===== config.mk =====
export PLATFORM = sky130hd
export DESIGN_NAME = jpeg_app1_metadata_filter
export DESIGN_NICKNAME = d
export VERILOG_FILES = /design/src/rtl/core/jaf_pkg.sv /design/src/rtl/core/jaf_front.sv /design/src/rtl/core/jaf_cmd_fifo.sv /design/src/rtl/core/jaf_back.sv /design/src/rtl/core/jpeg_app1_metadata_filter.sv
export SDC_FILE = /design/constraint.sdc
export NUM_CORES = 1
export LEC_CHECK = 0
export BUFFER_PORTS_ARGS = -buffer_cell sky130_fd_sc_hd__buf_2
export CAP_MARGIN = 40
export CORE_AREA = 5 5 232 234
export CTS_BUF_LIST = sky130_fd_sc_hd__clkbuf_4
export CTS_CLUSTER_DIAMETER = 50
export DETAILED_ROUTE_END_ITERATION = 7
export DIE_AREA = 0 0 237 239
export PLACE_DENSITY = 0.79
export SYNTH_ARGS = -nofsm -noshare
export SYNTH_HDL_FRONTEND = slang
export SYNTH_SLANG_ARGS = --single-unit

===== constraint.sdc =====
create_clock -name clk_i -period 5.81 [get_ports clk_i]
set_input_delay 0.8715 -clock clk_i [delete_from_list [all_inputs] [get_ports clk_i]]
set_output_delay 0.8715 -clock clk_i [all_outputs]
set_load 0.02 [all_outputs]

===== src/rtl/core/jaf_pkg.sv =====
// Shared types and constants of the JPEG APP1 metadata filter.
// Holds marker codes, signature tables and the front-to-back command word.
// No dependencies.
package jaf_pkg;

  localparam int CNT_W = 6;

  localparam logic [7:0] MK_FF   = 8'hFF;
  localparam logic [7:0] MK_SOI  = 8'hD8;
  localparam logic [7:0] MK_EOI  = 8'hD9;
  localparam logic [7:0] MK_SOS  = 8'hDA;
  localparam logic [7:0] MK_APP1 = 8'hE1;
  localparam logic [7:0] MK_RST0 = 8'hD0;
  localparam logic [7:0] MK_RST7 = 8'hD7;

  localparam logic [CNT_W-1:0] EXIF_LEN = 6'd6;
  localparam logic [CNT_W-1:0] XMP_LEN  = 6'd28;
  localparam logic [CNT_W-1:0] HDR_LEN  = 6'd4;

  localparam logic [7:0] EXIF_SIG [8] = '{
    8'h45, 8'h78, 8'h69, 8'h66, 8'h00, 8'h00, 8'h00, 8'h00
  };

  localparam logic [7:0] XMP_SIG [32] = '{
    8'h68, 8'h74, 8'h74, 8'h70, 8'h3A, 8'h2F, 8'h2F, 8'h6E,
    8'h73, 8'h2E, 8'h61, 8'h64, 8'h6F, 8'h62, 8'h65, 8'h2E,
    8'h63, 8'h6F, 8'h6D, 8'h2F, 8'h78, 8'h61, 8'h70, 8'h2F,
    8'h31, 8'h2E, 8'h30, 8'h2F, 8'h00, 8'h00, 8'h00, 8'h00
  };

  typedef struct packed {
    logic             keep;
    logic [CNT_W-1:0] n;
    logic             last;
    logic             status;
  } cmd_t;

  typedef struct packed {
    logic       we;
    logic [7:0] data;
  } ring_wr_t;

endpackage


===== src/rtl/core/jaf_front.sv =====
// Front end: parses the byte stream and classifies each segment.
// Pushes kept and dropped bytes to the byte ring; issues keep/drop commands.
// Depends on jaf_pkg.
module jaf_front (
  input  logic           clk_i,
  input  logic           rst_ni,
  input  logic           strip_exif_i,
  input  logic           strip_xmp_i,
  input  logic           in_valid_i,
  output logic           in_ready_o,
  input  logic [7:0]     in_byte_i,
  input  logic           in_last_i,
  input  logic           ring_full_i,
  input  logic           cmd_full_i,
  output jaf_pkg::ring_wr_t wr_o,
  output logic           cmd_push_o,
  output jaf_pkg::cmd_t  cmd_o
);
  import jaf_pkg::*;

  localparam logic [3:0] PH_SOI0  = 4'd0;
  localparam logic [3:0] PH_SOI1  = 4'd1;
  localparam logic [3:0] PH_BAD   = 4'd2;
  localparam logic [3:0] PH_MARK0 = 4'd3;
  localparam logic [3:0] PH_MARK1 = 4'd4;
  localparam logic [3:0] PH_LEN0  = 4'd5;
  localparam logic [3:0] PH_LEN1  = 4'd6;
  localparam logic [3:0] PH_APP1  = 4'd7;
  localparam logic [3:0] PH_BODY  = 4'd8;
  localparam logic [3:0] PH_PASS  = 4'd9;

  typedef enum logic [1:0] {ACT_HOLD, ACT_KEEP, ACT_DROP} act_e;

  logic [3:0]       phase_q, phase_d;
  logic [CNT_W-1:0] pend_q, pend_d;
  logic [15:0]      bl_q, bl_d;
  logic             exif_q, exif_d;
  logic             xmp_q, xmp_d;
  logic             drop_q, drop_d;
  logic             bad_q, bad_d;
  logic             app1_q, app1_d;

  logic             acc;
  logic             push;
  act_e             act, act_f;
  logic             bad_f;
  logic [CNT_W-1:0] pend_add;
  logic [15:0]      len_w;
  logic [15:0]      bl_len;
  logic [15:0]      bl_dec;
  logic [CNT_W-1:0] k;
  logic             ex_n, xm_n;

  assign in_ready_o = !ring_full_i && !cmd_full_i;
  assign acc        = in_valid_i && in_ready_o;

  assign len_w  = {bl_q[15:8], in_byte_i};
  assign bl_len = (len_w < 16'd2) ? 16'd0 : len_w - 16'd2;
  assign bl_dec = (bl_q != 16'd0) ? bl_q - 16'd1 : bl_q;
  assign k      = pend_q - HDR_LEN;

  always_comb begin
    ex_n = exif_q && (k < EXIF_LEN) && (in_byte_i == EXIF_SIG[k[2:0]]);
    xm_n = xmp_q && !((k < XMP_LEN) && (in_byte_i != XMP_SIG[k[4:0]]));
  end

  always_comb begin
    phase_d = phase_q;
    bl_d    = bl_q;
    exif_d  = exif_q;
    xmp_d   = xmp_q;
    drop_d  = drop_q;
    bad_d   = bad_q;
    app1_d  = app1_q;
    act     = ACT_HOLD;
    push    = 1'b1;
    unique case (phase_q)
      PH_SOI0: begin
        if (in_byte_i == MK_FF) begin
          phase_d = PH_SOI1;
        end else begin
          bad_d   = 1'b1;
          phase_d = PH_BAD;
          act     = ACT_DROP;
        end
      end
      PH_SOI1: begin
        if (in_byte_i == MK_SOI) begin
          phase_d = PH_MARK0;
          act     = ACT_KEEP;
        end else begin
          bad_d   = 1'b1;
          phase_d = PH_BAD;
          act     = ACT_DROP;
        end
      end
      PH_BAD: begin
        push = 1'b0;
      end
      PH_MARK0: begin
        if (in_byte_i == MK_FF) begin
          phase_d = PH_MARK1;
        end else begin
          phase_d = PH_PASS;
          act     = ACT_KEEP;
        end
      end
      PH_MARK1: begin
        if (in_byte_i == MK_SOS || in_byte_i == MK_EOI) begin
          phase_d = PH_PASS;
          act     = ACT_KEEP;
        end else if (in_byte_i inside {8'h00, 8'h01, [MK_RST0:MK_RST7]}) begin
          phase_d = PH_MARK0;
          act     = ACT_KEEP;
        end else begin
          app1_d  = (in_byte_i == MK_APP1);
          exif_d  = (in_byte_i == MK_APP1) && strip_exif_i;
          xmp_d   = (in_byte_i == MK_APP1) && strip_xmp_i;
          phase_d = PH_LEN0;
        end
      end
      PH_LEN0: begin
        bl_d    = {in_byte_i, bl_q[7:0]};
        phase_d = PH_LEN1;
      end
      PH_LEN1: begin
        bl_d   = bl_len;
        exif_d = exif_q && (bl_len >= 16'(EXIF_LEN));
        xmp_d  = xmp_q && (bl_len >= 16'(XMP_LEN));
        drop_d = 1'b0;
        if (app1_q && (exif_d || xmp_d)) begin
          phase_d = PH_APP1;
        end else begin
          act     = ACT_KEEP;
          phase_d = (bl_len != 16'd0) ? PH_BODY : PH_MARK0;
        end
      end
      PH_APP1: begin
        exif_d = ex_n;
        xmp_d  = xm_n;
        bl_d   = bl_dec;
        if ((ex_n && k == EXIF_LEN - 6'd1) || (xm_n && k == XMP_LEN - 6'd1)) begin
          act     = ACT_DROP;
          drop_d  = (bl_dec != 16'd0);
          phase_d = (bl_dec != 16'd0) ? PH_BODY : PH_MARK0;
        end else if ((!ex_n && !xm_n) || bl_dec == 16'd0 || k >= XMP_LEN - 6'd1) begin
          act     = ACT_KEEP;
          drop_d  = 1'b0;
          phase_d = (bl_dec != 16'd0) ? PH_BODY : PH_MARK0;
        end
      end
      PH_BODY: begin
        act  = drop_q ? ACT_DROP : ACT_KEEP;
        bl_d = bl_dec;
        if (bl_dec == 16'd0) begin
          drop_d  = 1'b0;
          phase_d = PH_MARK0;
        end
      end
      default: begin
        act = ACT_KEEP;
      end
    endcase
  end

  always_comb begin
    act_f = act;
    bad_f = bad_d;
    if (in_last_i) begin
      if (phase_d == PH_SOI0 || phase_d == PH_SOI1) begin
        bad_f = 1'b1;
      end
      if (act == ACT_HOLD) begin
        act_f = (phase_d == PH_SOI0 || phase_d == PH_SOI1) ? ACT_DROP : ACT_KEEP;
      end
    end
  end

  assign pend_add = pend_q + {{(CNT_W-1){1'b0}}, push};
  assign pend_d   = (act_f == ACT_HOLD) ? pend_add : '0;

  assign wr_o.we    = acc && push;
  assign wr_o.data  = in_byte_i;
  assign cmd_push_o = acc && (act_f != ACT_HOLD || in_last_i);
  assign cmd_o.keep   = (act_f == ACT_KEEP);
  assign cmd_o.n      = pend_add;
  assign cmd_o.last   = in_last_i;
  assign cmd_o.status = bad_f;

  always_ff @(posedge clk_i or negedge rst_ni) begin
    if (!rst_ni) begin
      phase_q <= PH_SOI0;
      pend_q  <= '0;
      bl_q    <= '0;
      exif_q  <= 1'b0;
      xmp_q   <= 1'b0;
      drop_q  <= 1'b0;
      bad_q   <= 1'b0;
      app1_q  <= 1'b0;
    end else if (acc) begin
      if (in_last_i) begin
        phase_q <= PH_SOI0;
        pend_q  <= '0;
        bl_q    <= '0;
        exif_q  <= 1'b0;
        xmp_q   <= 1'b0;
        drop_q  <= 1'b0;
        bad_q   <= 1'b0;
        app1_q  <= 1'b0;
      end else begin
        phase_q <= phase_d;
        pend_q  <= pend_d;
        bl_q    <= bl_d;
        exif_q  <= exif_d;
        xmp_q   <= xmp_d;
        drop_q  <= drop_d;
        bad_q   <= bad_d;
        app1_q  <= app1_d;
      end
    end
  end

endmodule


===== src/rtl/core/jaf_cmd_fifo.sv =====
// Four-entry command queue between the front end and the back end.
// Depends on jaf_pkg.
module jaf_cmd_fifo (
  input  logic          clk_i,
  input  logic          rst_ni,
  input  logic          push_i,
  input  jaf_pkg::cmd_t cmd_i,
  output logic          full_o,
  input  logic          pop_i,
  output logic          valid_o,
  output jaf_pkg::cmd_t head_o
);
  import jaf_pkg::*;

  cmd_t       slot_q [4];
  logic [1:0] wptr_q, rptr_q;
  logic [2:0] cnt_q, cnt_d;
  logic       do_pop;

  assign full_o  = (cnt_q == 3'd4);
  assign valid_o = (cnt_q != 3'd0);
  assign head_o  = slot_q[rptr_q];
  assign do_pop  = pop_i && valid_o;

  always_comb begin
    cnt_d = cnt_q;
    if (push_i && !do_pop) begin
      cnt_d = cnt_q + 3'd1;
    end else if (!push_i && do_pop) begin
      cnt_d = cnt_q - 3'd1;
    end
  end

  always_ff @(posedge clk_i) begin
    if (push_i) begin
      slot_q[wptr_q] <= cmd_i;
    end
  end

  always_ff @(posedge clk_i or negedge rst_ni) begin
    if (!rst_ni) begin
      wptr_q <= '0;
      rptr_q <= '0;
      cnt_q  <= '0;
    end else begin
      cnt_q <= cnt_d;
      if (push_i) begin
        wptr_q <= wptr_q + 2'd1;
      end
      if (do_pop) begin
        rptr_q <= rptr_q + 2'd1;
      end
    end
  end

endmodule


===== src/rtl/core/jaf_back.sv =====
// Back end: byte ring plus replay/discard engine and output register.
// Runs queued commands, one word per cycle unless the output is held.
// Depends on jaf_pkg.
module jaf_back #(
  parameter int HOLD_BYTES = 32
) (
  input  logic              clk_i,
  input  logic              rst_ni,
  input  jaf_pkg::ring_wr_t wr_i,
  output logic              ring_full_o,
  input  logic              cmd_valid_i,
  input  jaf_pkg::cmd_t     cmd_i,
  output logic              cmd_pop_o,
  output logic              res_valid_o,
  input  logic              res_ready_i,
  output logic [7:0]        out_byte_o,
  output logic              out_valid_o,
  output logic              out_last_o,
  output logic              status_o
);
  import jaf_pkg::*;

  localparam int PTR_W = $clog2(2 * HOLD_BYTES);
  localparam int RING  = 2 ** PTR_W;

  logic [7:0]       ring_mem [RING];
  logic [PTR_W:0]   wptr_q, rptr_q, rptr_d;
  logic [PTR_W:0]   used;
  logic [CNT_W-1:0] done_q, done_d, done_inc;
  logic [7:0]       rdata_q;
  logic             b_vld_q, b_end_q, b_last_q, b_status_q;
  logic             ov_q;
  logic [7:0]       obyte_q;
  logic             ovalid_q, olast_q, ostatus_q;

  logic advance, issue, keep_rd, rd_en, fin;

  assign used        = wptr_q - rptr_q;
  assign ring_full_o = used[PTR_W];

  assign advance  = !ov_q || res_ready_i;
  assign issue    = advance && cmd_valid_i;
  assign keep_rd  = cmd_i.keep && (cmd_i.n != '0);
  assign done_inc = done_q + {{(CNT_W-1){1'b0}}, 1'b1};
  assign fin      = (done_inc == cmd_i.n);
  assign rd_en    = issue && keep_rd;
  assign cmd_pop_o = issue && (!keep_rd || fin);

  always_comb begin
    rptr_d = rptr_q;
    done_d = done_q;
    if (rd_en) begin
      rptr_d = rptr_q + {{PTR_W{1'b0}}, 1'b1};
      done_d = fin ? '0 : done_inc;
    end else if (issue) begin
      rptr_d = rptr_q + {{(PTR_W+1-CNT_W){1'b0}}, cmd_i.n};
    end
  end

  always_ff @(posedge clk_i) begin
    if (wr_i.we) begin
      ring_mem[wptr_q[PTR_W-1:0]] <= wr_i.data;
    end
    if (rd_en) begin
      rdata_q <= ring_mem[rptr_q[PTR_W-1:0]];
    end
  end

  always_ff @(posedge clk_i) begin
    if (advance) begin
      b_end_q    <= !keep_rd;
      b_last_q   <= cmd_i.last && (!keep_rd || fin);
      b_status_q <= cmd_i.status;
      obyte_q    <= b_end_q ? 8'd0 : rdata_q;
      ovalid_q   <= !b_end_q;
      olast_q    <= b_last_q;
      ostatus_q  <= b_status_q;
    end
  end

  always_ff @(posedge clk_i or negedge rst_ni) begin
    if (!rst_ni) begin
      wptr_q  <= '0;
      rptr_q  <= '0;
      done_q  <= '0;
      b_vld_q <= 1'b0;
      ov_q    <= 1'b0;
    end else begin
      if (wr_i.we) begin
        wptr_q <= wptr_q + {{PTR_W{1'b0}}, 1'b1};
      end
      rptr_q <= rptr_d;
      done_q <= done_d;
      if (advance) begin
        b_vld_q <= issue && (keep_rd || cmd_i.last);
        ov_q    <= b_vld_q;
      end
    end
  end

  assign res_valid_o = ov_q;
  assign out_byte_o  = obyte_q;
  assign out_valid_o = ovalid_q;
  assign out_last_o  = olast_q;
  assign status_o    = ostatus_q;

  a_ring_no_overflow: assert property (@(posedge clk_i) disable iff (!rst_ni)
    wr_i.we |-> !ring_full_o)
    else $error("byte ring written while full");

  a_ring_no_underflow: assert property (@(posedge clk_i) disable iff (!rst_ni)
    rd_en |-> (used != '0))
    else $error("byte ring read while empty");

  a_end_word_is_last: assert property (@(posedge clk_i) disable iff (!rst_ni)
    (b_vld_q && b_end_q) |-> b_last_q)
    else $error("end-only word without last flag");

endmodule


===== src/rtl/core/jpeg_app1_metadata_filter.sv =====
// Top level of the JPEG APP1 metadata filter.
// Holds the APB register file and ties front end, command queue and back end.
// Depends on jaf_pkg, jaf_front, jaf_cmd_fifo, jaf_back.
//
// Usage:
//   Input channel (in_valid_i/in_ready_o) carries one file byte per word,
//   with in_last_i on the final byte. Result channel (res_valid_o/res_ready_i)
//   carries out_byte_o, out_valid_o, out_last_o and status_o. A word with
//   out_valid_o low is an end-only word that closes a file with no data.
//   A passed-through byte is registered in the byte ring, the read data
//   register and the output register. Held header and APP1 prefix bytes
//   (up to 32) are released when the segment is classified. Throughput: one
//   input byte per cycle; the output side moves one word per cycle unless
//   stalled, set by the single read port of the byte ring. Replay bursts
//   are absorbed by the ring (2*HOLD_BYTES rounded up to a power of two)
//   and a four-entry command queue; input stalls only when either is full.
//   When the receiver stalls, the output register holds and the ring fills.
//   Reset clears parser state and queues, and sets strip_exif and strip_xmp.
//   Registers: byte address 0 strip_exif (bit 0), byte address 4 strip_xmp.
module jpeg_app1_metadata_filter #(
  parameter int HOLD_BYTES = 32
) (
  input  logic        clk_i,
  input  logic        rst_ni,
  input  logic        psel,
  input  logic        penable,
  input  logic        pwrite,
  input  logic [2:0]  paddr,
  input  logic [31:0] pwdata,
  output logic [31:0] prdata,
  output logic        pready,
  input  logic        in_valid_i,
  output logic        in_ready_o,
  input  logic [7:0]  in_byte_i,
  input  logic        in_last_i,
  output logic        res_valid_o,
  input  logic        res_ready_i,
  output logic [7:0]  out_byte_o,
  output logic        out_valid_o,
  output logic        out_last_o,
  output logic        status_o
);
  import jaf_pkg::*;

  localparam logic REG_STRIP_EXIF = 1'b0;
  localparam logic REG_STRIP_XMP  = 1'b1;

  logic     strip_exif_q, strip_xmp_q;
  logic     cfg_we;
  ring_wr_t ring_wr;
  logic     ring_full;
  logic     cmd_full, cmd_push, cmd_valid, cmd_pop;
  cmd_t     cmd_in, cmd_head;

  assign pready = 1'b1;
  assign cfg_we = psel && penable && pwrite && pready;
  assign prdata = {31'd0, (paddr[2] == REG_STRIP_XMP) ? strip_xmp_q : strip_exif_q};

  always_ff @(posedge clk_i or negedge rst_ni) begin
    if (!rst_ni) begin
      strip_exif_q <= 1'b1;
      strip_xmp_q  <= 1'b1;
    end else if (cfg_we) begin
      unique case (paddr[2])
        REG_STRIP_EXIF: strip_exif_q <= pwdata[0];
        REG_STRIP_XMP:  strip_xmp_q  <= pwdata[0];
        default: ;
      endcase
    end
  end

  jaf_front u_front (
    .clk_i        (clk_i),
    .rst_ni       (rst_ni),
    .strip_exif_i (strip_exif_q),
    .strip_xmp_i  (strip_xmp_q),
    .in_valid_i   (in_valid_i),
    .in_ready_o   (in_ready_o),
    .in_byte_i    (in_byte_i),
    .in_last_i    (in_last_i),
    .ring_full_i  (ring_full),
    .cmd_full_i   (cmd_full),
    .wr_o         (ring_wr),
    .cmd_push_o   (cmd_push),
    .cmd_o        (cmd_in)
  );

  jaf_cmd_fifo u_cmd_fifo (
    .clk_i   (clk_i),
    .rst_ni  (rst_ni),
    .push_i  (cmd_push),
    .cmd_i   (cmd_in),
    .full_o  (cmd_full),
    .pop_i   (cmd_pop),
    .valid_o (cmd_valid),
    .head_o  (cmd_head)
  );

  jaf_back #(
    .HOLD_BYTES (HOLD_BYTES)
  ) u_back (
    .clk_i       (clk_i),
    .rst_ni      (rst_ni),
    .wr_i        (ring_wr),
    .ring_full_o (ring_full),
    .cmd_valid_i (cmd_valid),
    .cmd_i       (cmd_head),
    .cmd_pop_o   (cmd_pop),
    .res_valid_o (res_valid_o),
    .res_ready_i (res_ready_i),
    .out_byte_o  (out_byte_o),
    .out_valid_o (out_valid_o),
    .out_last_o  (out_last_o),
    .status_o    (status_o)
  );

endmodule

==> results of run 1 <==
==> through the flow <==
stage	utilization	instances	hold slack [ns]	power, W	area (um^2)
finish	0.591	2604	0.167	0.0147	30600
global placement	0.552	2331	0.403	0.0109	28600
CTS	0.591	2602	0.0423	0.0148	30600
floorplan	-	1709	0.400	0.00965	28000
global route	0.591	2603	0.110	0.0155	30600
detailed placement	0.553	2334	0.407	0.0111	28600
==> synthesized netlist by cell type (5+ instances only) <==
cell type / n / area, um^2
sky130_fd_sc_hd__nor2b_1: 25 / 156
sky130_fd_sc_hd__nor4_1: 8 / 50.1
sky130_fd_sc_hd__inv_1: 32 / 120
sky130_fd_sc_hd__o22ai_1: 12 / 75.1
sky130_fd_sc_hd__edfxtp_1: 570 / 17100
sky130_fd_sc_hd__nand3_1: 26 / 130
sky130_fd_sc_hd__nand4_1: 17 / 106
sky130_fd_sc_hd__a21oi_1: 41 / 205
sky130_fd_sc_hd__o21ai_0: 56 / 280
sky130_fd_sc_hd__dfrtp_1: 60 / 1500
sky130_fd_sc_hd__a22oi_1: 5 / 37.5
sky130_fd_sc_hd__nor2_1: 128 / 480
sky130_fd_sc_hd__clkbuf_1: 57 / 214
sky130_fd_sc_hd__o21a_1: 7 / 52.6
sky130_fd_sc_hd__buf_1: 23 / 86.3
sky130_fd_sc_hd__a21o_1: 6 / 45.0
sky130_fd_sc_hd__buf_4: 33 / 248
sky130_fd_sc_hd__nand2_1: 85 / 319
sky130_fd_sc_hd__a31oi_1: 8 / 50.1
sky130_fd_sc_hd__xor2_1: 14 / 123
sky130_fd_sc_hd__o31ai_1: 12 / 90.1
sky130_fd_sc_hd__nor3_1: 36 / 180
sky130_fd_sc_hd__and2_1: 13 / 81.3
sky130_fd_sc_hd__a221o_1: 6 / 60.1
sky130_fd_sc_hd__nand2b_1: 12 / 75.1
sky130_fd_sc_hd__or3_1: 10 / 62.6
sky130_fd_sc_hd__mux2_2: 16 / 180
sky130_fd_sc_hd__and3_1: 7 / 43.8
sky130_fd_sc_hd__mux4_2: 177 / 3990
sky130_fd_sc_hd__xnor2_1: 34 / 298
sky130_fd_sc_hd__ha_1: 33 / 413
==> what timing repair did <==
action | CTS | global route
endpoints found under the hold margin | 23 | 0
gates resized for setup | 0 | 0
hold buffers | 1 | 0
==> logic make-up after synthesis <==
| family | share of synthesized area |
|---|---|
| AO/OA/AOI/OAI | 0.0488 |
| buffers and inverters | 0.0264 |
| multiplexers | 0.151 |
| AND/OR/NAND/NOR | 0.0717 |
| flip-flops | 0.670 |
| other | 0.000270 |
| XOR/XNOR | 0.0151 |
| adder cells (fa/ha/maj) | 0.0163 |
==> layer usage <==
layer	track usage	up-vias
met2	0.375	714
met4	0.0733	0
li1	-	6958
met3	0.0501	113
met1	0.287	8061
met5	0	-
==> worst max-delay path by stage <==
stage	from	to	depth (start not counted)
floorplan	u_front.pend_q[2]	u_cmd_fifo.cnt_q[2]	21
CTS	u_front.bl_q[0]	u_cmd_fifo.cnt_q[2]	16
detailed placement	in_byte_i[1]	u_cmd_fifo.cnt_q[2]	17
global placement	in_byte_i[1]	u_cmd_fifo.cnt_q[2]	17
global route	u_front.bl_q[0]	u_cmd_fifo.cnt_q[2]	16
finish	u_front.bl_q[0]	u_cmd_fifo.cnt_q[2]	16
==> flip-flops by register name (all words and copies together), names as in the netlist, 2 cells and up <==
signal             count
u_back.ring_mem      512
u_cmd_fifo.slot_q     36
u_front.bl_q          16
u_back.out_byte_o      8
u_back.rdata_q         8
u_back.rptr_q          7
u_back.wptr_q          7
u_back.done_q          6
u_front.pend_q         6
u_front.phase_q        4
u_cmd_fifo.cnt_q       3
u_cmd_fifo.rptr_q      2
u_cmd_fifo.wptr_q      2
==> cell usage in the layout, fill, tap and decap left out, types with 13 or more instances in the layout <==
cell type / synthesis / routed
sky130_fd_sc_hd__o21ai_0: 56 / 56
sky130_fd_sc_hd__mux4_2: 177 / 177
sky130_fd_sc_hd__inv_1: 32 / 32
sky130_fd_sc_hd__and2_1: 13 / 13
sky130_fd_sc_hd__buf_4: 33 / 24
sky130_fd_sc_hd__mux2_2: 16 / 16
sky130_fd_sc_hd__buf_2: 4 / 31
sky130_fd_sc_hd__edfxtp_1: 570 / 570
sky130_fd_sc_hd__nor3_1: 36 / 36
sky130_fd_sc_hd__xnor2_1: 34 / 34
sky130_fd_sc_hd__nand2_1: 85 / 85
sky130_fd_sc_hd__a21oi_1: 41 / 41
sky130_fd_sc_hd__clkinv_1: 0 / 30
sky130_fd_sc_hd__nor2_1: 128 / 128
sky130_fd_sc_hd__nand4_1: 17 / 17
sky130_fd_sc_hd__nand3_1: 26 / 26
sky130_fd_sc_hd__ha_1: 33 / 33
sky130_fd_sc_hd__dfrtp_1: 60 / 58
sky130_fd_sc_hd__nor2b_1: 25 / 25
sky130_fd_sc_hd__clkbuf_4: 0 / 217
sky130_fd_sc_hd__conb_1: 2 / 32
sky130_fd_sc_hd__xor2_1: 14 / 14
==> report_power, final <==
| part | internal, W | total, W | switching, W |
|---|---|---|---|
| sequential | 0.00541 | 0.00583 | 0.000415 |
| clock | 0.00199 | 0.00367 | 0.00168 |
| combinational | 0.00236 | 0.00518 | 0.00282 |
==> layout make-up <==
class | instances | area [um^2]
sequential | 632 | 18700
timing repair buffer | 59 | 420
multi-input combinational | 922 | 8560
inverter | 34 | 128
clock buffer | 217 | 1630
tap | 688 | 861
clock inverter | 50 | 363
antenna | 2 | 5.00
fill | 3696 | 21200
==> worst max-delay path, cell delays in order, from the launching register on <==
cell	delay [ns]
sky130_fd_sc_hd__dfrtp_1	0.43
sky130_fd_sc_hd__inv_1	0.09
sky130_fd_sc_hd__ha_1	0.24
sky130_fd_sc_hd__or4b_1	0.62
sky130_fd_sc_hd__o41ai_2	0.36
sky130_fd_sc_hd__xnor2_1	0.14
sky130_fd_sc_hd__or2_0	0.24
sky130_fd_sc_hd__nor4_1	0.40
sky130_fd_sc_hd__nand4_1	0.37
sky130_fd_sc_hd__a21o_2	0.34
sky130_fd_sc_hd__a31oi_4	0.30
sky130_fd_sc_hd__ha_1	0.24
sky130_fd_sc_hd__inv_1	0.06
sky130_fd_sc_hd__fa_1	0.37
sky130_fd_sc_hd__xor2_1	0.17
sky130_fd_sc_hd__nor2_1	0.11
sky130_fd_sc_hd__xor2_1	0.14
==> impl_results.html, run 1 <==
<table>
<tr><th>Metric</th><th>Value</th></tr>
<tr><th colspan="2">Place</th></tr>
<tr><td>Post-placement setup slack</td><td>0.886 ns</td></tr>
<tr><td>Weighted congestion reported at the end of routability-driven placement</td><td>0.880</td></tr>
<tr><td>Detailed placer's ending HPWL</td><td>39200 um</td></tr>
<tr><td>Number of buffers added on ports</td><td>31</td></tr>
<tr><th colspan="2">Clocking</th></tr>
<tr><td>Buffer levels on the longest clock path</td><td>3</td></tr>
<tr><td>Insertion delay of the later-clocked pin in the worst-skew pair</td><td>0.96 ns</td></tr>
<tr><td>CTS Root Cell</td><td>sky130_fd_sc_hd__clkbuf_4</td></tr>
<tr><td>CTS Buf Count</td><td>156</td></tr>
<tr><td>CTS H-Tree Depth</td><td>4</td></tr>
<tr><td>Clock tree from TritonCTS</td><td>built</td></tr>
<tr><td>Post-CTS Setup Inserts</td><td>0</td></tr>
<tr><td>Register clock-pin slew on the reported worst setup and hold paths</td><td>0.07 ns</td></tr>
<tr><td>Sinks on the clock net</td><td>632</td></tr>
<tr><th colspan="2">Hold path</th></tr>
<tr><td>Hold Path Depth</td><td>2</td></tr>
<tr><td>Hold Path Class</td><td>input pin to register</td></tr>
<tr><td>Hold worst-path end</td><td>strip_xmp_q</td></tr>
<tr><td>Hold wc startpoint</td><td>pwdata[0]</td></tr>
<tr><th colspan="2">Drt</th></tr>
<tr><td>Uppermost routed layer</td><td>met4</td></tr>
<tr><td>First-iteration detailed-routing DRC count</td><td>1733</td></tr>
<tr><td>Met2 routed WL</td><td>31900 um</td></tr>
<tr><td>DR DRC count</td><td>0</td></tr>
<tr><td>Met1 routed wirelength after detailed routing</td><td>24000 um</td></tr>
<tr><td>Average via count per standard cell</td><td>6.09</td></tr>
<tr><td>Detailed Route WL</td><td>61800 um</td></tr>
<tr><td>Antenna Nets Post-Route</td><td>0</td></tr>
<tr><td>Wire length per cell</td><td>23.7 um</td></tr>
<tr><td>Amount of wire on met3 after detailed routing</td><td>4380 um</td></tr>
<tr><td>Router iterations before antenna repair</td><td>6</td></tr>
<tr><td>Total via count in the routed design</td><td>15.8k</td></tr>
<tr><th colspan="2">Logic synthesis</th></tr>
<tr><td>Synthesized area divided by synthesized cell count</td><td>16.6 um^2</td></tr>
<tr><td>Post-Synthesis Cells</td><td>1679</td></tr>
<tr><td>Number of enable-type register cells in the synthesized netlist</td><td>570</td></tr>
<tr><td>Post-synthesis async set-or-reset flop share</td><td>0.0981</td></tr>
<tr><td>Synth warn</td><td>0</td></tr>
<tr><td>Count of different cell masters after synthesis</td><td>85</td></tr>
<tr><td>Synth Register Bits</td><td>632</td></tr>
<tr><td>Sequential area share after synthesis</td><td>0.670</td></tr>
<tr><td>Post-synth top flop</td><td>sky130_fd_sc_hd__edfxtp_1</td></tr>
<tr><td>Area of the mapped netlist</td><td>27900 um^2</td></tr>
<tr><th colspan="2">Die</th></tr>
<tr><td>Core Rows</td><td>84</td></tr>
<tr><td>Std-Cell Core Area</td><td>51800 um^2</td></tr>
<tr><td>Die X-Extent</td><td>237 um</td></tr>
<tr><td>Die H</td><td>239 um</td></tr>
<tr><td>Area of the die</td><td>56600 um^2</td></tr>
<tr><td>I/O pins</td><td>97</td></tr>
<tr><td>Initial standard-cell utilization of the core</td><td>0.538</td></tr>
<tr><th colspan="2">Worst setup path</th></tr>
<tr><td>Crit path required time</td><td>6.66 ns</td></tr>
<tr><td>R2r worst-path depth</td><td>16</td></tr>
<tr><td>Endpoint kind of the worst setup timing path</td><td>register</td></tr>
<tr><td>Setup slack on the worst flop-to-flop path</td><td>1.05 ns</td></tr>
<tr><td>Maximum fanout along the worst path</td><td>8</td></tr>
<tr><td>Worst reg2reg path startpoint</td><td>u_front.bl_q[0]</td></tr>
<tr><td>Startpoint type of the worst setup path</td><td>register</td></tr>
<tr><td>Worst EP arrival</td><td>5.60 ns</td></tr>
<tr><td>Worst reg2reg path endpoint</td><td>u_cmd_fifo.cnt_q[2]</td></tr>
<tr><td>Worst Path Class, Setup</td><td>register to register</td></tr>
<tr><th colspan="2">Power and ir drop</th></tr>
<tr><td>Peak ir drop on the vdd network</td><td>392 uV</td></tr>
<tr><td>Total power divided by cell area</td><td>479 nW/um^2</td></tr>
<tr><td>Standby leakage power</td><td>10.3 nW</td></tr>
<tr><th colspan="2">Timing</th></tr>
<tr><td>Worst rel slew slack</td><td>0.373</td></tr>
<tr><td>Post-layout minimum cycle time</td><td>4.76 ns</td></tr>
<tr><td>Maximum clock rate</td><td>210 MHz</td></tr>
<tr><td>Final setup violation count</td><td>0</td></tr>
<tr><td>Final Skew</td><td>0.0757 ns</td></tr>
<tr><td>Slew Viols, Final</td><td>0</td></tr>
<tr><td>Unrepaired setup endpoints after global routing</td><td>no</td></tr>
<tr><td>Number of failing hold endpoints at the final stage</td><td>0</td></tr>
<tr><td>Setup TNS</td><td>0 ns</td></tr>
<tr><td>PnR worst setup slack</td><td>1.05 ns</td></tr>
<tr><td>Worst-Margin Slew</td><td>0.941 ns</td></tr>
<tr><td>Period utilisation layout</td><td>0.819</td></tr>
<tr><th colspan="2">Cells and area</th></tr>
<tr><td>Area growth from synthesis to final layout</td><td>10.0%</td></tr>
<tr><td>Fraction of layout instances using a drive strength above 1</td><td>0.269</td></tr>
<tr><td>Number of nets in the layout</td><td>1891</td></tr>
<tr><th colspan="2">Outcome</th></tr>
<tr><td>Outcome</td><td>completed</td></tr>
<tr><th colspan="2">Global route</th></tr>
<tr><td>Initial antenna violation count</td><td>3</td></tr>
<tr><td>Total Routing Usage GR</td><td>0.221</td></tr>
<tr><td>GRT overflow</td><td>0</td></tr>
<tr><td>Maximum number of pins on one net before global-route repair</td><td>113</td></tr>
<tr><td>First-pass GRT wire length</td><td>95200 um</td></tr>
<tr><td>Vias in the first global route</td><td>16.3k</td></tr>
<tr><th colspan="2">Run</th></tr>
<tr><td>MaxCap Viol Count</td><td>0</td></tr>
</table>
Power figures use the tool's default switching activity.
==> inputs of run 2 (changes only) <==
--- a/config.mk
+++ b/config.mk
@@ -12,7 +12,7 @@
 export CTS_CLUSTER_DIAMETER = 50
 export DETAILED_ROUTE_END_ITERATION = 7
 export DIE_AREA = 0 0 237 239
-export PLACE_DENSITY = 0.79
+export PLACE_DENSITY = 0.82
 export SYNTH_ARGS = -nofsm -noshare
 export SYNTH_HDL_FRONTEND = slang
 export SYNTH_SLANG_ARGS = --single-unit
==> constraint.sdc (replaced) <==
create_clock -name clk_i -period 4 [get_ports clk_i]
set_input_delay 0.6 -clock clk_i [delete_from_list [all_inputs] [get_ports clk_i]]
set_output_delay 0.6 -clock clk_i [all_outputs]
set_load 0.02 [all_outputs]
==> impl_results.html, run 2 (synthesis gave the netlist of run 1 again) <==
<table>
<tr><th>Metric</th><th>Value</th></tr>
<tr><th colspan="2">Outcome</th></tr>
<tr><td>Outcome</td><td>completed</td></tr>
<tr><th colspan="2">Die</th></tr>
<tr><td>Die H</td><td>239 um</td></tr>
<tr><td>Area of the die</td><td>56600 um^2</td></tr>
<tr><td>Die X-Extent</td><td>237 um</td></tr>
<tr><td>Std-Cell Core Area</td><td>51800 um^2</td></tr>
<tr><td>I/O pins</td><td>97</td></tr>
<tr><td>Initial standard-cell utilization of the core</td><td>0.538</td></tr>
<tr><td>Core Rows</td><td>84</td></tr>
<tr><th colspan="2">Drt</th></tr>
<tr><td>Antenna Nets Post-Route</td><td>0</td></tr>
<tr><td>Router iterations before antenna repair</td><td>7</td></tr>
<tr><td>Met1 routed wirelength after detailed routing</td><td>23900 um</td></tr>
<tr><td>Uppermost routed layer</td><td>met4</td></tr>
<tr><td>Wire length per cell</td><td>23.6 um</td></tr>
<tr><td>Average via count per standard cell</td><td>6.01</td></tr>
<tr><td>Detailed Route WL</td><td>64600 um</td></tr>
<tr><td>First-iteration detailed-routing DRC count</td><td>1808</td></tr>
<tr><td>Amount of wire on met3 after detailed routing</td><td>5850 um</td></tr>
<tr><td>DR DRC count</td><td>0</td></tr>
<tr><td>Met2 routed WL</td><td>33000 um</td></tr>
<tr><td>Total via count in the routed design</td><td>16.5k</td></tr>
<tr><th colspan="2">Power and ir drop</th></tr>
<tr><td>Seq pwr share</td><td>0.377</td></tr>
<tr><td>Net switching share of the total power</td><td>0.337</td></tr>
<tr><td>Proportion of power drawn by combinational gates</td><td>0.387</td></tr>
<tr><td>Peak ir drop on the vdd network</td><td>679 uV</td></tr>
<tr><td>Power share of the clock group</td><td>0.236</td></tr>
<tr><td>Total power consumption of the routed design</td><td>0.0219 W</td></tr>
<tr><td>Standby leakage power</td><td>10.9 nW</td></tr>
<tr><td>Reported net switching power</td><td>0.00738 W</td></tr>
<tr><td>Total power divided by cell area</td><td>690 nW/um^2</td></tr>
<tr><td>Internal power</td><td>0.0145 W</td></tr>
<tr><th colspan="2">Worst setup path</th></tr>
<tr><td>Worst Path Class, Setup</td><td>register to register</td></tr>
<tr><td>Crit path required time</td><td>4.85 ns</td></tr>
<tr><td>Startpoint type of the worst setup path</td><td>register</td></tr>
<tr><td>Maximum fanout along the worst path</td><td>5</td></tr>
<tr><td>Delay contributed by the slowest stage of the critical path</td><td>0.57 ns</td></tr>
<tr><td>Endpoint kind of the worst setup timing path</td><td>register</td></tr>
<tr><td>Setup slack on the worst flop-to-flop path</td><td>0.04 ns</td></tr>
<tr><td>Crit-path slowest cell</td><td>sky130_fd_sc_hd__or4_4</td></tr>
<tr><td>Worst EP arrival</td><td>4.81 ns</td></tr>
<tr><td>Cell Chain, Critical Path</td><td>or4_4, buf_4, buf_4, nor3_4, o21bai_1, or2_1, nor4_4, nand4_1, buf_6, a21o_4, a31oi_4, ha_2, inv_2, fa_2, xor2_1, nor2_1, xor2_1</td></tr>
<tr><th colspan="2">Global route</th></tr>
<tr><td>First-pass GRT wire length</td><td>98500 um</td></tr>
<tr><td>Maximum number of pins on one net before global-route repair</td><td>131</td></tr>
<tr><td>Initial antenna violation count</td><td>5</td></tr>
<tr><td>Total Routing Usage GR</td><td>0.229</td></tr>
<tr><td>GRT overflow</td><td>0</td></tr>
<tr><td>Vias in the first global route</td><td>16.8k</td></tr>
<tr><th colspan="2">Cells and area</th></tr>
<tr><td>Number of nets in the layout</td><td>2021</td></tr>
<tr><td>Area growth from synthesis to final layout</td><td>14.0%</td></tr>
<tr><td>Post-Layout Inst Area</td><td>31800 um^2</td></tr>
<tr><td>Largest register FFs</td><td>512</td></tr>
<tr><td>Top library cells by usage in the layout, fill and taps aside</td><td>sky130_fd_sc_hd__edfxtp_1, sky130_fd_sc_hd__clkbuf_4, sky130_fd_sc_hd__mux4_2, sky130_fd_sc_hd__buf_4, sky130_fd_sc_hd__nor2_1</td></tr>
<tr><td>Most common cell after layout, fill and taps aside</td><td>sky130_fd_sc_hd__edfxtp_1</td></tr>
<tr><td>Fraction of layout instances using a drive strength above 1</td><td>0.332</td></tr>
<tr><th colspan="2">Clocking</th></tr>
<tr><td>Buffer levels on the longest clock path</td><td>3</td></tr>
<tr><td>CTS Buf Count</td><td>150</td></tr>
<tr><td>Sinks on the clock net</td><td>632</td></tr>
<tr><td>Clock tree from TritonCTS</td><td>built</td></tr>
<tr><td>CTS Root Cell</td><td>sky130_fd_sc_hd__clkbuf_4</td></tr>
<tr><td>CTS H-Tree Depth</td><td>4</td></tr>
<tr><td>Register clock-pin slew on the reported worst setup and hold paths</td><td>0.07 ns</td></tr>
<tr><td>Insertion delay of the later-clocked pin in the worst-skew pair</td><td>0.95 ns</td></tr>
<tr><th colspan="2">Timing</th></tr>
<tr><td>Worst-Margin Slew</td><td>0.816 ns</td></tr>
<tr><td>Maximum clock rate</td><td>253 MHz</td></tr>
<tr><td>Unrepaired setup endpoints after global routing</td><td>yes</td></tr>
<tr><td>Worst rel slew slack</td><td>0.456</td></tr>
<tr><td>Final setup violation count</td><td>0</td></tr>
<tr><td>Number of failing hold endpoints at the final stage</td><td>0</td></tr>
<tr><td>Post-layout minimum cycle time</td><td>3.96 ns</td></tr>
<tr><td>Slew Viols, Final</td><td>0</td></tr>
<tr><td>PnR worst setup slack</td><td>0.0397 ns</td></tr>
<tr><td>Worst Hold Slack</td><td>0.131 ns</td></tr>
<tr><td>Period utilisation layout</td><td>0.990</td></tr>
<tr><td>Final Skew</td><td>0.0750 ns</td></tr>
<tr><th colspan="2">Place</th></tr>
<tr><td>Number of buffers added on ports</td><td>31</td></tr>
<tr><td>Weighted congestion reported at the end of routability-driven placement</td><td>0.894</td></tr>
<tr><td>Detailed placer's ending HPWL</td><td>41600 um</td></tr>
<tr><td>Post-placement setup slack</td><td>-0.213 ns</td></tr>
<tr><td>Post-Place Cell Area</td><td>29600 um^2</td></tr>
<tr><th colspan="2">Run</th></tr>
<tr><td>MaxCap Viol Count</td><td>0</td></tr>
<tr><th colspan="2">Hold path</th></tr>
<tr><td>Hold Path Class</td><td>input pin to register</td></tr>
</table>
## run 2: changes by cell type in the layout (fill, tap and decap cells not counted), sizes merged, moves of 4 or more
cell | before | now
buf | 58 | 190
clkbuf | 217 | 228
clkinv | 38 | 30
bufinv | 6 | 2
dlygate4sd3 | 1 | 5
## run 2: per-stage QoR
stage	utilization	std cells	setup TNS, ns
after CTS	0.610	2731	0
after global routing	0.613	2740	-0.163
after global placement	0.571	2458	-0.230
after detailed placement	0.571	2460	-0.362
final	0.613	2740	0
after floorplan	-	1709	0
## run 2: per-layer routing
layer	up-vias	GRT usage
met5	-	0
li1	7221	-
met4	0	0.0911
met3	125	0.0636
met1	8261	0.292
met2	850	0.379
## run 2: worst max-delay path, delay by kind of cell, from the launching register on
family | cells | cell delay (ns)
DFF | 1 | 0.39
buffers and inverters | 4 | 0.52
xor gates and xnor gates | 2 | 0.30
and+or+nand+nor | 6 | 1.60
AOI/OAI and AO/OA | 3 | 0.49
adders and majority gates | 2 | 0.57
## run 2: power groups by stage
stage / Combinational (W) / Clock, W / Sequential [W]
after floorplan: 0.00575 / 0 / 0.00830
after global placement: 0.00790 / 0 / 0.00834
after detailed placement: 0.00814 / 0 / 0.00839
after CTS: 0.00831 / 0.00529 / 0.00825
after global routing: 0.00909 / 0.00568 / 0.00831
final: 0.00848 / 0.00518 / 0.00826
## run 2: cell type report
| class | count | area (um^2) |
|---|---|---|
| diodes | 3 | 7.51 |
| clock buffers | 228 | 1710 |
| clock inverters | 38 | 213 |
| fillers | 3625 | 20100 |
| inverters | 34 | 128 |
| multi-input cells | 922 | 8710 |
| flip-flops and latches | 632 | 18700 |
| well taps | 688 | 861 |
| repair buffers | 195 | 1440 |
## run 2: path summary, 6_finish.rpt
path                                    from                  end  cells after the start
min                               in_valid_i     u_back.wptr_q[0]                      3
max                          u_front.bl_q[9]  u_cmd_fifo.cnt_q[2]                     17
min reg2reg                u_back.b_status_q      u_back.status_o                      0
min in group asynchronous             rst_ni     u_back.wptr_q[5]                      2
max in group asynchronous             rst_ni     u_front.bl_q[12]                      4
max reg2reg                  u_front.bl_q[9]  u_cmd_fifo.cnt_q[2]                     17
## run 2: timing repair
action / in CTS / in global routing
hold buffers: 5 / 0
setup buffers: 0 / 6
gates resized for setup: 8 / 23
setup endpoints to repair: 2 / 56
hold endpoints to repair: 42 / 0
pin swaps: 4 / 11
